$ cat src/hw/rtl/ftb_pkg.sv
package ftb_pkg;

  // byte transfer phases, one-hot
  typedef enum logic [3:0] {
    PH_IDLE      = 4'b0001,
    PH_WAIT_HIGH = 4'b0010,
    PH_SLOTS     = 4'b0100,
    PH_END_WAIT  = 4'b1000
  } phase_t;

  // completion status codes
  typedef enum logic [1:0] {
    ST_OK        = 2'd0,
    ST_ATN_ABORT = 2'd1,
    ST_TIMEOUT   = 2'd2
  } status_t;

  // input item kinds
  localparam logic [1:0] KIND_TICK     = 2'd0;
  localparam logic [1:0] KIND_START_TX = 2'd1;
  localparam logic [1:0] KIND_START_RX = 2'd2;
  localparam logic [1:0] KIND_NOP      = 2'd3;

  // plain order slot times in microseconds
  localparam logic [5:0] T_PLAIN_P0  = 6'd0;
  localparam logic [5:0] T_PLAIN_P1  = 6'd12;
  localparam logic [5:0] T_PLAIN_P2  = 6'd20;
  localparam logic [5:0] T_PLAIN_P3  = 6'd28;
  localparam logic [5:0] T_PLAIN_END = 6'd36;

  // inverted order slot times
  localparam logic [5:0] T_INV_P0  = 6'd0;
  localparam logic [5:0] T_INV_P1  = 6'd18;
  localparam logic [5:0] T_INV_P2  = 6'd28;
  localparam logic [5:0] T_INV_P3  = 6'd38;
  localparam logic [5:0] T_INV_END = 6'd48;

  // receive sample times
  localparam logic [5:0] T_RX_S0 = 6'd11;
  localparam logic [5:0] T_RX_S1 = 6'd21;
  localparam logic [5:0] T_RX_S2 = 6'd37;
  localparam logic [5:0] T_RX_S3 = 6'd47;

  // configuration
  localparam logic [15:0] TIMEOUT_RESET = 16'd1000;
  localparam logic [15:0] WAIT_MAX      = 16'hFFFF;

endpackage

$ cat src/hw/rtl/fastload_two_bit_byte_transfer_unit.sv
// result path: an accepted item lands in the input register, and its result is
//   captured in the result register when the item advances, which waits while a held result is not taken
// throughput: one item per cycle while no result is held or out_ready is high
// reset: synchronous active-low rst_n, phase idle, both lines released,
//   timeout_r back to 1000
module fastload_two_bit_byte_transfer_unit
  import ftb_pkg::*;
(
  input  logic        clk,
  input  logic        rst_n,
  // input channel
  input  logic        in_valid,
  output logic        in_ready,
  input  logic [1:0]  in_kind,
  input  logic [7:0]  in_tx_byte,
  input  logic        in_ar6_mode,
  input  logic        in_clk_level,
  input  logic        in_data_level,
  input  logic        in_atn_level,
  // result channel
  output logic        out_valid,
  input  logic        out_ready,
  output logic        out_clk_release,
  output logic        out_data_release,
  output logic        out_busy_res,
  output logic        out_done_res,
  output logic [1:0]  out_status,
  output logic [7:0]  out_rx_byte,
  // configuration port
  input  logic        psel,
  input  logic        penable,
  input  logic        pwrite,
  input  logic [2:0]  paddr,
  input  logic [31:0] pwdata,
  output logic [31:0] prdata,
  output logic        pready
);

  // configuration register
  logic [15:0] timeout_r;

  // input register
  logic       in_valid_r;
  logic [1:0] kind_r;
  logic [7:0] tx_byte_r;
  logic       mode_in_r;
  logic       clk_lv_r;
  logic       data_lv_r;
  logic       atn_lv_r;

  // transfer state
  phase_t      phase_r, phase_nxt;
  logic [5:0]  slot_timer_r, slot_timer_nxt;
  logic [15:0] wait_r, wait_nxt;
  logic [7:0]  shift_r, shift_nxt;
  logic        mode_r, mode_nxt;
  logic        recv_r, recv_nxt;
  logic        clk_drv_r, clk_drv_nxt;
  logic        data_drv_r, data_drv_nxt;

  // result register
  logic        out_valid_r;
  logic        res_clk_r, res_data_r, res_busy_r, res_done_r;
  status_t     res_status_r;
  logic [7:0]  res_rx_r;

  logic        advance;
  logic        done_nxt;
  status_t     status_nxt;
  logic [7:0]  rx_nxt;
  logic        do_slot;
  logic        slot_end;
  logic [5:0]  t_slot;
  logic [15:0] wait_inc;

  // apb access
  assign pready = 1'b1;
  assign prdata = (paddr[2] == 1'b0) ? {16'd0, timeout_r} : 32'd0;

  always_ff @(posedge clk) begin
    if (!rst_n) begin
      timeout_r <= TIMEOUT_RESET;
    end else if (psel && penable && pwrite && (paddr[2] == 1'b0)) begin
      timeout_r <= pwdata[15:0];
    end
  end

  // handshake between the stages
  assign advance  = in_valid_r && (!out_valid_r || out_ready);
  assign in_ready = !in_valid_r || advance;

  always_ff @(posedge clk) begin
    if (!rst_n) begin
      in_valid_r <= 1'b0;
    end else if (in_valid && in_ready) begin
      in_valid_r <= 1'b1;
    end else if (advance) begin
      in_valid_r <= 1'b0;
    end
  end

  always_ff @(posedge clk) begin
    if (in_valid && in_ready) begin
      kind_r    <= in_kind;
      tx_byte_r <= in_tx_byte;
      mode_in_r <= in_ar6_mode;
      clk_lv_r  <= in_clk_level;
      data_lv_r <= in_data_level;
      atn_lv_r  <= in_atn_level;
    end
  end

  // saturating end-handshake counter
  assign wait_inc = (wait_r != WAIT_MAX) ? wait_r + 16'd1 : wait_r;

  // phase update for one tick or start item, a NOP leaves the state alone
  always_comb begin
    phase_nxt      = phase_r;
    slot_timer_nxt = slot_timer_r;
    wait_nxt       = wait_r;
    shift_nxt      = shift_r;
    mode_nxt       = mode_r;
    recv_nxt       = recv_r;
    clk_drv_nxt    = clk_drv_r;
    data_drv_nxt   = data_drv_r;
    done_nxt       = 1'b0;
    status_nxt     = ST_OK;
    rx_nxt         = 8'd0;
    do_slot        = 1'b0;
    slot_end       = 1'b0;
    t_slot         = slot_timer_r;

    if (kind_r != KIND_NOP) begin
      if (phase_r == PH_IDLE &&
          (kind_r == KIND_START_TX || kind_r == KIND_START_RX)) begin
        recv_nxt = (kind_r == KIND_START_RX);
        if (kind_r == KIND_START_TX) begin
          mode_nxt  = mode_in_r;
          shift_nxt = mode_in_r ? tx_byte_r : ~tx_byte_r;
        end else begin
          shift_nxt = 8'd0;
        end
        clk_drv_nxt    = 1'b1;
        slot_timer_nxt = 6'd0;
        wait_nxt       = 16'd0;
        phase_nxt      = PH_WAIT_HIGH;
      end else if (phase_r == PH_WAIT_HIGH) begin
        if (!atn_lv_r) begin
          phase_nxt  = PH_IDLE;
          done_nxt   = 1'b1;
          status_nxt = ST_ATN_ABORT;
        end else if (data_lv_r) begin
          slot_timer_nxt = 6'd0;
          phase_nxt      = PH_SLOTS;
          t_slot         = 6'd0;
          do_slot        = 1'b1;
        end
      end else if (phase_r == PH_SLOTS) begin
        t_slot         = slot_timer_r + 6'd1;
        slot_timer_nxt = t_slot;
        do_slot        = 1'b1;
      end else if (phase_r == PH_END_WAIT) begin
        if (!atn_lv_r) begin
          phase_nxt  = PH_IDLE;
          done_nxt   = 1'b1;
          status_nxt = ST_ATN_ABORT;
        end else if (!data_lv_r) begin
          phase_nxt  = PH_IDLE;
          done_nxt   = 1'b1;
          status_nxt = ST_OK;
          if (recv_r) begin
            rx_nxt = shift_r;
          end
        end else begin
          wait_nxt = wait_inc;
          if (wait_inc >= timeout_r) begin
            phase_nxt  = PH_IDLE;
            done_nxt   = 1'b1;
            status_nxt = ST_TIMEOUT;
          end
        end
      end
    end

    // drive or sample the bit pair of the current slot
    if (do_slot) begin
      if (recv_r) begin
        if (t_slot == T_RX_S0) begin
          shift_nxt[7] = shift_r[7] | ~clk_lv_r;
          shift_nxt[5] = shift_r[5] | ~data_lv_r;
        end else if (t_slot == T_RX_S1) begin
          shift_nxt[6] = shift_r[6] | ~clk_lv_r;
          shift_nxt[4] = shift_r[4] | ~data_lv_r;
        end else if (t_slot == T_RX_S2) begin
          shift_nxt[3] = shift_r[3] | ~clk_lv_r;
          shift_nxt[1] = shift_r[1] | ~data_lv_r;
        end else if (t_slot == T_RX_S3) begin
          shift_nxt[2] = shift_r[2] | ~clk_lv_r;
          shift_nxt[0] = shift_r[0] | ~data_lv_r;
          clk_drv_nxt  = 1'b0;
          slot_end     = 1'b1;
        end
      end else if (mode_r) begin
        if (t_slot == T_PLAIN_P0) begin
          clk_drv_nxt  = shift_r[0];
          data_drv_nxt = shift_r[1];
        end else if (t_slot == T_PLAIN_P1) begin
          clk_drv_nxt  = shift_r[2];
          data_drv_nxt = shift_r[3];
        end else if (t_slot == T_PLAIN_P2) begin
          clk_drv_nxt  = shift_r[4];
          data_drv_nxt = shift_r[5];
        end else if (t_slot == T_PLAIN_P3) begin
          clk_drv_nxt  = shift_r[6];
          data_drv_nxt = shift_r[7];
        end else if (t_slot == T_PLAIN_END) begin
          clk_drv_nxt  = 1'b0;
          data_drv_nxt = 1'b1;
          slot_end     = 1'b1;
        end
      end else begin
        if (t_slot == T_INV_P0) begin
          clk_drv_nxt  = shift_r[7];
          data_drv_nxt = shift_r[5];
        end else if (t_slot == T_INV_P1) begin
          clk_drv_nxt  = shift_r[6];
          data_drv_nxt = shift_r[4];
        end else if (t_slot == T_INV_P2) begin
          clk_drv_nxt  = shift_r[3];
          data_drv_nxt = shift_r[1];
        end else if (t_slot == T_INV_P3) begin
          clk_drv_nxt  = shift_r[2];
          data_drv_nxt = shift_r[0];
        end else if (t_slot == T_INV_END) begin
          clk_drv_nxt  = 1'b0;
          data_drv_nxt = 1'b1;
          slot_end     = 1'b1;
        end
      end
    end

    // slots over, start the end handshake
    if (slot_end) begin
      phase_nxt = PH_END_WAIT;
      wait_nxt  = 16'd0;
    end
  end

  // state registers
  always_ff @(posedge clk) begin
    if (!rst_n) begin
      phase_r      <= PH_IDLE;
      slot_timer_r <= 6'd0;
      wait_r       <= 16'd0;
      shift_r      <= 8'd0;
      mode_r       <= 1'b0;
      recv_r       <= 1'b0;
      clk_drv_r    <= 1'b1;
      data_drv_r   <= 1'b1;
    end else if (advance) begin
      phase_r      <= phase_nxt;
      slot_timer_r <= slot_timer_nxt;
      wait_r       <= wait_nxt;
      shift_r      <= shift_nxt;
      mode_r       <= mode_nxt;
      recv_r       <= recv_nxt;
      clk_drv_r    <= clk_drv_nxt;
      data_drv_r   <= data_drv_nxt;
    end
  end

  // result register
  always_ff @(posedge clk) begin
    if (!rst_n) begin
      out_valid_r <= 1'b0;
    end else if (advance) begin
      out_valid_r <= 1'b1;
    end else if (out_ready) begin
      out_valid_r <= 1'b0;
    end
  end

  always_ff @(posedge clk) begin
    if (advance) begin
      res_clk_r    <= clk_drv_nxt;
      res_data_r   <= data_drv_nxt;
      res_busy_r   <= (phase_nxt != PH_IDLE);
      res_done_r   <= done_nxt;
      res_status_r <= status_nxt;
      res_rx_r     <= rx_nxt;
    end
  end

  assign out_valid        = out_valid_r;
  assign out_clk_release  = res_clk_r;
  assign out_data_release = res_data_r;
  assign out_busy_res     = res_busy_r;
  assign out_done_res     = res_done_r;
  assign out_status       = res_status_r;
  assign out_rx_byte      = res_rx_r;

  // a finished transfer never reports busy
  a_done_not_busy: assert property (@(posedge clk) disable iff (!rst_n)
    out_valid_r && res_done_r |-> !res_busy_r)
    else $error("done result still reports busy");

  // a nonzero status only comes with done
  a_status_with_done: assert property (@(posedge clk) disable iff (!rst_n)
    out_valid_r && (res_status_r != ST_OK) |-> res_done_r)
    else $error("status without done");

  // received data only shows on a clean finish
  a_rx_on_ok: assert property (@(posedge clk) disable iff (!rst_n)
    out_valid_r && (res_rx_r != 8'd0) |-> res_done_r && (res_status_r == ST_OK))
    else $error("received byte outside a clean finish");

  // slot timer never runs past the last slot
  a_slot_bound: assert property (@(posedge clk) disable iff (!rst_n)
    (phase_r == PH_SLOTS) |-> (slot_timer_r < T_INV_END))
    else $error("slot timer past end of byte");

endmodule
$ cat config.mk
export PLATFORM = sky130hd
export DESIGN_NAME = fastload_two_bit_byte_transfer_unit
export DESIGN_NICKNAME = d
export VERILOG_FILES = /design/src/hw/rtl/ftb_pkg.sv /design/src/hw/rtl/fastload_two_bit_byte_transfer_unit.sv
export SDC_FILE = /design/constraint.sdc
export NUM_CORES = 1
export LEC_CHECK = 0
export BUFFER_PORTS_ARGS = -buffer_cell sky130_fd_sc_hd__buf_2
export CORE_UTILIZATION = 52
export DETAILED_ROUTE_END_ITERATION = 6
export PLACE_DENSITY = 0.86
export SLEW_MARGIN = 0
export SYNTH_ARGS = -nofsm -noshare
export SYNTH_HDL_FRONTEND = slang
export SYNTH_SLANG_ARGS = --single-unit
$ cat constraint.sdc
create_clock -name clk -period 4.7 [get_ports clk]
set_clock_uncertainty 0.05 [all_clocks]
set_input_delay 0.94 -clock clk [delete_from_list [all_inputs] [get_ports clk]]
set_output_delay 0.94 -clock clk [all_outputs]
set_load 0.05 [all_outputs]
# Yosys cells after proc, flatten, opt, wreduce, memory -nomap -nowiden
# Cells that the tools add are included.
dict set report word_totals {
  regBits 84
  latchBits 0
  ramBits 0
  rom_bits 0
  inputBits 56
  out_inout_bits 49
  n_memories 0
}
dict set report classes {
  add_sub_neg 2
  n_mul 0
  div_mod_pow 0
  magnitude_cmp 1
  n_eq_ne 22
  shift 0
  mux 120
  n_bitwise 16
  reduce_logical 24
}
# op count
set op_table {}
lappend op_table {{$mux 16} 10}
lappend op_table {{$mux 1} 78}
lappend op_table {{$mux 4} 12}
lappend op_table {{$mux 8} 6}
lappend op_table {{$mux 6} 7}
lappend op_table {{$eq 6x6->1 const B} 5}
lappend op_table {{$eq 6x5->1 const B} 4}
lappend op_table {{$add 16x1->16 const B} 1}
lappend op_table {{$ge 16x16->1} 1}
lappend op_table {{$ne 16x16->1 const B} 1}
lappend op_table {{$eq 6x4->1 const B} 2}
lappend op_table {{$mux 2} 6}
lappend op_table {{$reduce_bool 3->1} 3}
lappend op_table {{$not 8->8} 1}
lappend op_table {{$or 1x1->1} 8}
lappend op_table {{$reduce_or 8->1} 1}
lappend op_table {{$not 1->1} 7}
lappend op_table {{$reduce_and 7->1} 1}
lappend op_table {{$add 6x1->6 const B} 1}
lappend op_table {{$logic_and 1x1->1} 6}
lappend op_table {{$logic_not 6->1} 1}
lappend op_table {{$ne 3x3->1 const B} 2}
lappend op_table {{$reduce_bool 2->1} 3}
lappend op_table {{$mux 5} 1}
lappend op_table {{other kinds (14)} 17}

# Depth between registers and ports, before layout
dict set report depth {
  depth_word 16
  mapped_depth 18
}

# Worst setup path before layout
# OpenSTA, ideal clock, no wires.
dict set report synth_timing {
  kind {register to register}
  startpoint {register wait_r[3]}
  endpoint {register res_busy_r (netlist: out_busy_res), data pin}
  setup_ps 269
  arrival_ps 3459
  required_ps 4381
  setup_slack_ps 922
  path_stages_with_launch 19
  period_less_slack_ps 3778
  path_cell_list {dfxtp_1 and4_1 nand4_1 or2_2 nor4_2 or2_2 clkbuf_1 nor2_1 xor2_1 ha_1 a21o_1 a21o_1 a21oi_1 and2_1 a32oi_1 o21ai_0 nand2b_1 o21ai_0 o211ai_1}
}
dict set report synth_between {
  elab_chain_len 13
  elab_cells_between_ends 14
  cone_classes {add/sub (1); order compare (1); eq/ne (2); mux (10)}
}
# element line
set synth_lines {}
lappend synth_lines {{from (decl)} fastload_two_bit_byte_transfer_unit.sv:54} ;# logic [15:0] wait_r, wait_nxt;
lappend synth_lines {{from (signal assigned)} fastload_two_bit_byte_transfer_unit.sv:263} ;# wait_r <= wait_nxt;
lappend synth_lines {{$add 16x1->16 or $ne 16x16->1 (tied branches)} fastload_two_bit_byte_transfer_unit.sv:114} ;# assign wait_inc = (wait_r != WAIT_MAX) ? wait_r + 16'd1 : wait_r;
lappend synth_lines {{$mux 16 *} fastload_two_bit_byte_transfer_unit.sv:114}
lappend synth_lines {{$ge 16x16->1 *} fastload_two_bit_byte_transfer_unit.sv:176} ;# if (wait_inc >= timeout_r) begin
lappend synth_lines {{$mux 4 *} fastload_two_bit_byte_transfer_unit.sv:176}
lappend synth_lines {{$mux 4 *} fastload_two_bit_byte_transfer_unit.sv:167} ;# end else if (!data_lv_r) begin
lappend synth_lines {{$mux 4 *} fastload_two_bit_byte_transfer_unit.sv:163} ;# if (!atn_lv_r) begin
lappend synth_lines {{$mux 4 *} fastload_two_bit_byte_transfer_unit.sv:162} ;# end else if (phase_r == PH_END_WAIT) begin
lappend synth_lines {{$mux 4 *} fastload_two_bit_byte_transfer_unit.sv:158} ;# end else if (phase_r == PH_SLOTS) begin
lappend synth_lines {{$mux 4 *} fastload_two_bit_byte_transfer_unit.sv:147} ;# end else if (phase_r == PH_WAIT_HIGH) begin
lappend synth_lines {{$mux 4 *} fastload_two_bit_byte_transfer_unit.sv:134} ;# if (phase_r == PH_IDLE &&
lappend synth_lines {{$mux 4 *} fastload_two_bit_byte_transfer_unit.sv:133} ;# if (kind_r != KIND_NOP) begin
lappend synth_lines {{$mux 4 *} fastload_two_bit_byte_transfer_unit.sv:243} ;# if (slot_end) begin
lappend synth_lines {{$ne 4x1->1 *} fastload_two_bit_byte_transfer_unit.sv:287} ;# res_busy_r <= (phase_nxt != PH_IDLE);
lappend synth_lines {{to (signal assigned)} fastload_two_bit_byte_transfer_unit.sv:287}
lappend synth_lines {{to (decl)} fastload_two_bit_byte_transfer_unit.sv:63} ;# logic res_clk_r, res_data_r, res_busy_r, res_done_r;
# Every way passes the cells marked *; elsewhere a longest branch is shown, timed or not.
# A chain may end at the register's enable or synchronous reset.

# Worst setup path after layout
dict set report layout_timing {
  startpoint {register wait_r[3]}
  endpoint {register phase_r[0]}
}
dict set report layout_between {
  elab_chain_len 12
  elab_cells_between_ends 13
  cone_classes {add/sub (1); order compare (1); eq/ne (1); mux (10)}
}
# element line
set layout_lines {}
lappend layout_lines {{$add 16x1->16 or $ne 16x16->1 (tied branches)} fastload_two_bit_byte_transfer_unit.sv:114}
lappend layout_lines {{$mux 16 *} fastload_two_bit_byte_transfer_unit.sv:114}
lappend layout_lines {{$ge 16x16->1 *} fastload_two_bit_byte_transfer_unit.sv:176}
lappend layout_lines {{$mux 4 *} fastload_two_bit_byte_transfer_unit.sv:176}
lappend layout_lines {{$mux 4 *} fastload_two_bit_byte_transfer_unit.sv:167}
lappend layout_lines {{$mux 4 *} fastload_two_bit_byte_transfer_unit.sv:163}
lappend layout_lines {{$mux 4 *} fastload_two_bit_byte_transfer_unit.sv:162}
lappend layout_lines {{$mux 4 *} fastload_two_bit_byte_transfer_unit.sv:158}
lappend layout_lines {{$mux 4 *} fastload_two_bit_byte_transfer_unit.sv:147}
lappend layout_lines {{$mux 4 *} fastload_two_bit_byte_transfer_unit.sv:134}
lappend layout_lines {{$mux 4 *} fastload_two_bit_byte_transfer_unit.sv:133}
lappend layout_lines {{$mux 4 *} fastload_two_bit_byte_transfer_unit.sv:243}
lappend layout_lines {{to (signal assigned)} fastload_two_bit_byte_transfer_unit.sv:261} ;# phase_r <= phase_nxt;
lappend layout_lines {{to (decl)} fastload_two_bit_byte_transfer_unit.sv:52} ;# phase_t phase_r, phase_nxt;
# Marked as above.

==> flow_metrics.tcl <==
set metrics [dict create \
    multiInputGateArea_um2 3037 \
    ioPinCount 105 \
    post-cts-setup-buffer-count 0 \
    synth-seq-area-share 0.3687 \
    p_sw_frac 0.2917 \
    clockBufferDepth 2 \
    synthCells 618 \
    critPathKind "reg -> reg" \
    crit_family "simple AND/OR/NAND/NOR gates" \
    slowest_stage "dfxtp_1" \
    detailed_place_hpwl_mm 9.397 \
    vias 4828 \
    drive_above_1_share 0.1738 \
    crit_chain "and4_1 > nand4_1 > or2_2 > nor4_2 > buf_4 > or2_2 > nor2_1 > xor2_1 > ha_1 > a21o_1 > a21o_1 > a21oi_1 > and2_1 > nand2_1 > o21ai_0 > nor3_1 > a21oi_1 > o21ai_0" \
    hold_viol_final 0 \
    clock.fmax_mhz 237.5 \
    p_comb_frac 0.136 \
    routed_wl_mm 12.94 \
    ant_nets 0 \
    gp_congestion 0.9049 \
    ys_seq_elements 84 \
    cts_tree "done" \
    final_core_util 0.5937 \
    antenna_found_initial 0 \
    postSynthAreaPerCell_um2 8.611 \
    setup_tns_ns 0 \
    power.switching_uw 471.3 \
    grt_max_degree 48 \
    cts-root-buf "clkbuf_8" \
    port_buffers 69 \
    ctsHoldBuffers 0 \
    layout_commonest_cell "nand2_1" \
    start_kind "flip-flop" \
    min_period_over_period 0.8958 \
    numCtsBuffers 9 \
    htreeDepth 3 \
    initial_core_util 0.5394 \
    hold_path.class "reg -> reg" \
    synth_cell_types 83 \
    worstPathRequired_ns 4.86 \
    grt_usage 0.2509 \
    fillers 830 \
    drt_iter0_drc 426 \
    synthArstFlopShare 0 \
    grt_pass1_vias 4443 \
    slowest_delay_ns 0.46 \
    syn_to_final_growth_pct 10.06 \
    drc 0 \
    slew_violations 0 \
    rows 36 \
    cts_resized 0 \
    fp.dieH_um 103.2 \
    avgViaCountPerCell 5.990 \
    critPathArrivalTime_ns 4.37 \
    synth_ff_type "dfxtp_1" \
    clk_pin_slew_ns 0.09 \
    synth_edf_count 28 \
    design.core.area_um2 9864 \
    seq_area_um2 1962 \
    total_leakage_power_nw 2.347 \
    die_w_um 103.2 \
    grt.overflow.total 0 \
    fin_nets 745 \
    critPathMaxFanout 8 \
    worstPathBufferInverterCount 1 \
    die_area_um2 10640 \
    grt_pass1_wl_mm 20.67 \
    insertion_delay_ns 0.37 \
    sequentialPowerShare 0.493 \
    relSlewSlack 0.3832 \
    clkPwrFrac 0.371 \
    p_int_mw 1.145 \
    cp-end-kind "flip-flop" \
    drv_cap 0 \
    yosysWarnings 0 \
    outcome "completed" \
    setup_viol 0 \
    clkSinkCount 84 \
    power_mw 1.616 \
    worst_hold_slack_ns 0.4206 \
    pwr_density_cell_nw_per_um2 275.9 \
    detail_route.wl_per_cell_um 16.05 \
    final_cell_mix "nand2_1 (77), buf_2 (69), dfxtp_1 (56), nor2_1 (55), a21oi_1 (32)" \
    netlist_area_um2 5321 \
    rsz0062_at_grt "no" \
    antenna_cells 0 \
    first_pass_iters 5 \
    irDropWorstVdd_mv 0.2095 \
    finalCriticalPeriod_ns 4.210 \
    worstMarginPinSlew_ns 0.9233 \
]
## per-layer routing
layer	wire, um	GRT usage	vias up	part of all wire
met5	0	0	-	0
met4	358	0.1235	0	0.028
met3	773	0.04000	36	0.060
met2	6303	0.4221	216	0.49
met1	5503	0.3129	2275	0.43
li1	-	-	2301	-
## per-stage QoR
step                      instances  worst slack, ns  instance area [um^2]
final                           806           0.4898                  5857
after global routing            806           0.3033                  5857
after CTS                       806           0.5383                  5857
after detailed placement        790           0.6234                  5630
after global placement          790           0.7553                  5630
after floorplan                 633           0.9218                  5378
## power groups by stage
stage,clock [mW],sequential (mW),combinational [mW]
floorplan,0,0.821,0.168
global placement,0,0.811,0.212
detailed placement,0,0.812,0.218
CTS,0.606,0.795,0.218
global route,0.637,0.799,0.238
finish,0.599,0.796,0.220
## worst min-delay path: cells and delay by family, from the launching register on
kind	cells	cell delay, ns
AOI/OAI and AO/OA	1	0.06
DFF	1	0.32
and+or+nand+nor	1	0.05
## worst paths after layout
kind	cells after the start	slack, ns	start	endpoint
worst min register to register	2	0.42	timeout_r[2]$_SDFFE_PN0P_	timeout_r[2]$_SDFFE_PN0P_
worst max-delay path	18	0.49	wait_r[3]$_SDFFE_PN0P_	phase_r[0]$_SDFFE_PN1P_
worst max register to register	18	0.49	wait_r[3]$_SDFFE_PN0P_	phase_r[0]$_SDFFE_PN1P_
worst min-delay path	2	0.42	timeout_r[2]$_SDFFE_PN0P_	timeout_r[2]$_SDFFE_PN0P_
## layout make-up
type                       instances  share of cell area
clock buffer                       9             0.02115
multi-input combinational        475              0.5185
sequential                        84              0.3350
tap                              133             0.02841
clock inverter                     7             0.01752
inverter                          26             0.01666
timing repair buffer              72             0.06281
## synthesized netlist by cell type (16+ instances only)
| master | count | share of area |
|---|---|---|
| ha_1 | 21 | 0.049 |
| dfxtp_1 | 56 | 0.21 |
| nor2_1 | 55 | 0.039 |
| o21ai_0 | 24 | 0.023 |
| and2_1 | 19 | 0.022 |
| buf_4 | 19 | 0.027 |
| nand3_1 | 20 | 0.019 |
| edfxtp_1 | 28 | 0.16 |
| nand2_1 | 77 | 0.054 |
| inv_1 | 25 | 0.018 |
| clkbuf_1 | 16 | 0.011 |
| a21oi_1 | 32 | 0.030 |
## registers in the layout, summed over array words and instances (netlist names), 2 cells and up
register	count
timeout_r	16
wait_r	16
out_rx_byte	8
shift_r	8
tx_byte_r	8
slot_timer_r	6
phase_r	4
kind_r	2
out_status	2
## cell families (layout without fill, tap and decap cells)
family,count (synthesis),count (layout),synth area share
simple gates,253,253,0.2448
compound gates,159,159,0.2210
flops,84,84,0.3687
buf+inv,74,114,0.07124
fa+ha+maj,21,21,0.04938
xor+xnor,20,20,0.03292
mux,5,5,0.01058
other cells,2,17,0.001411
(Power assumes the default switching activity.)
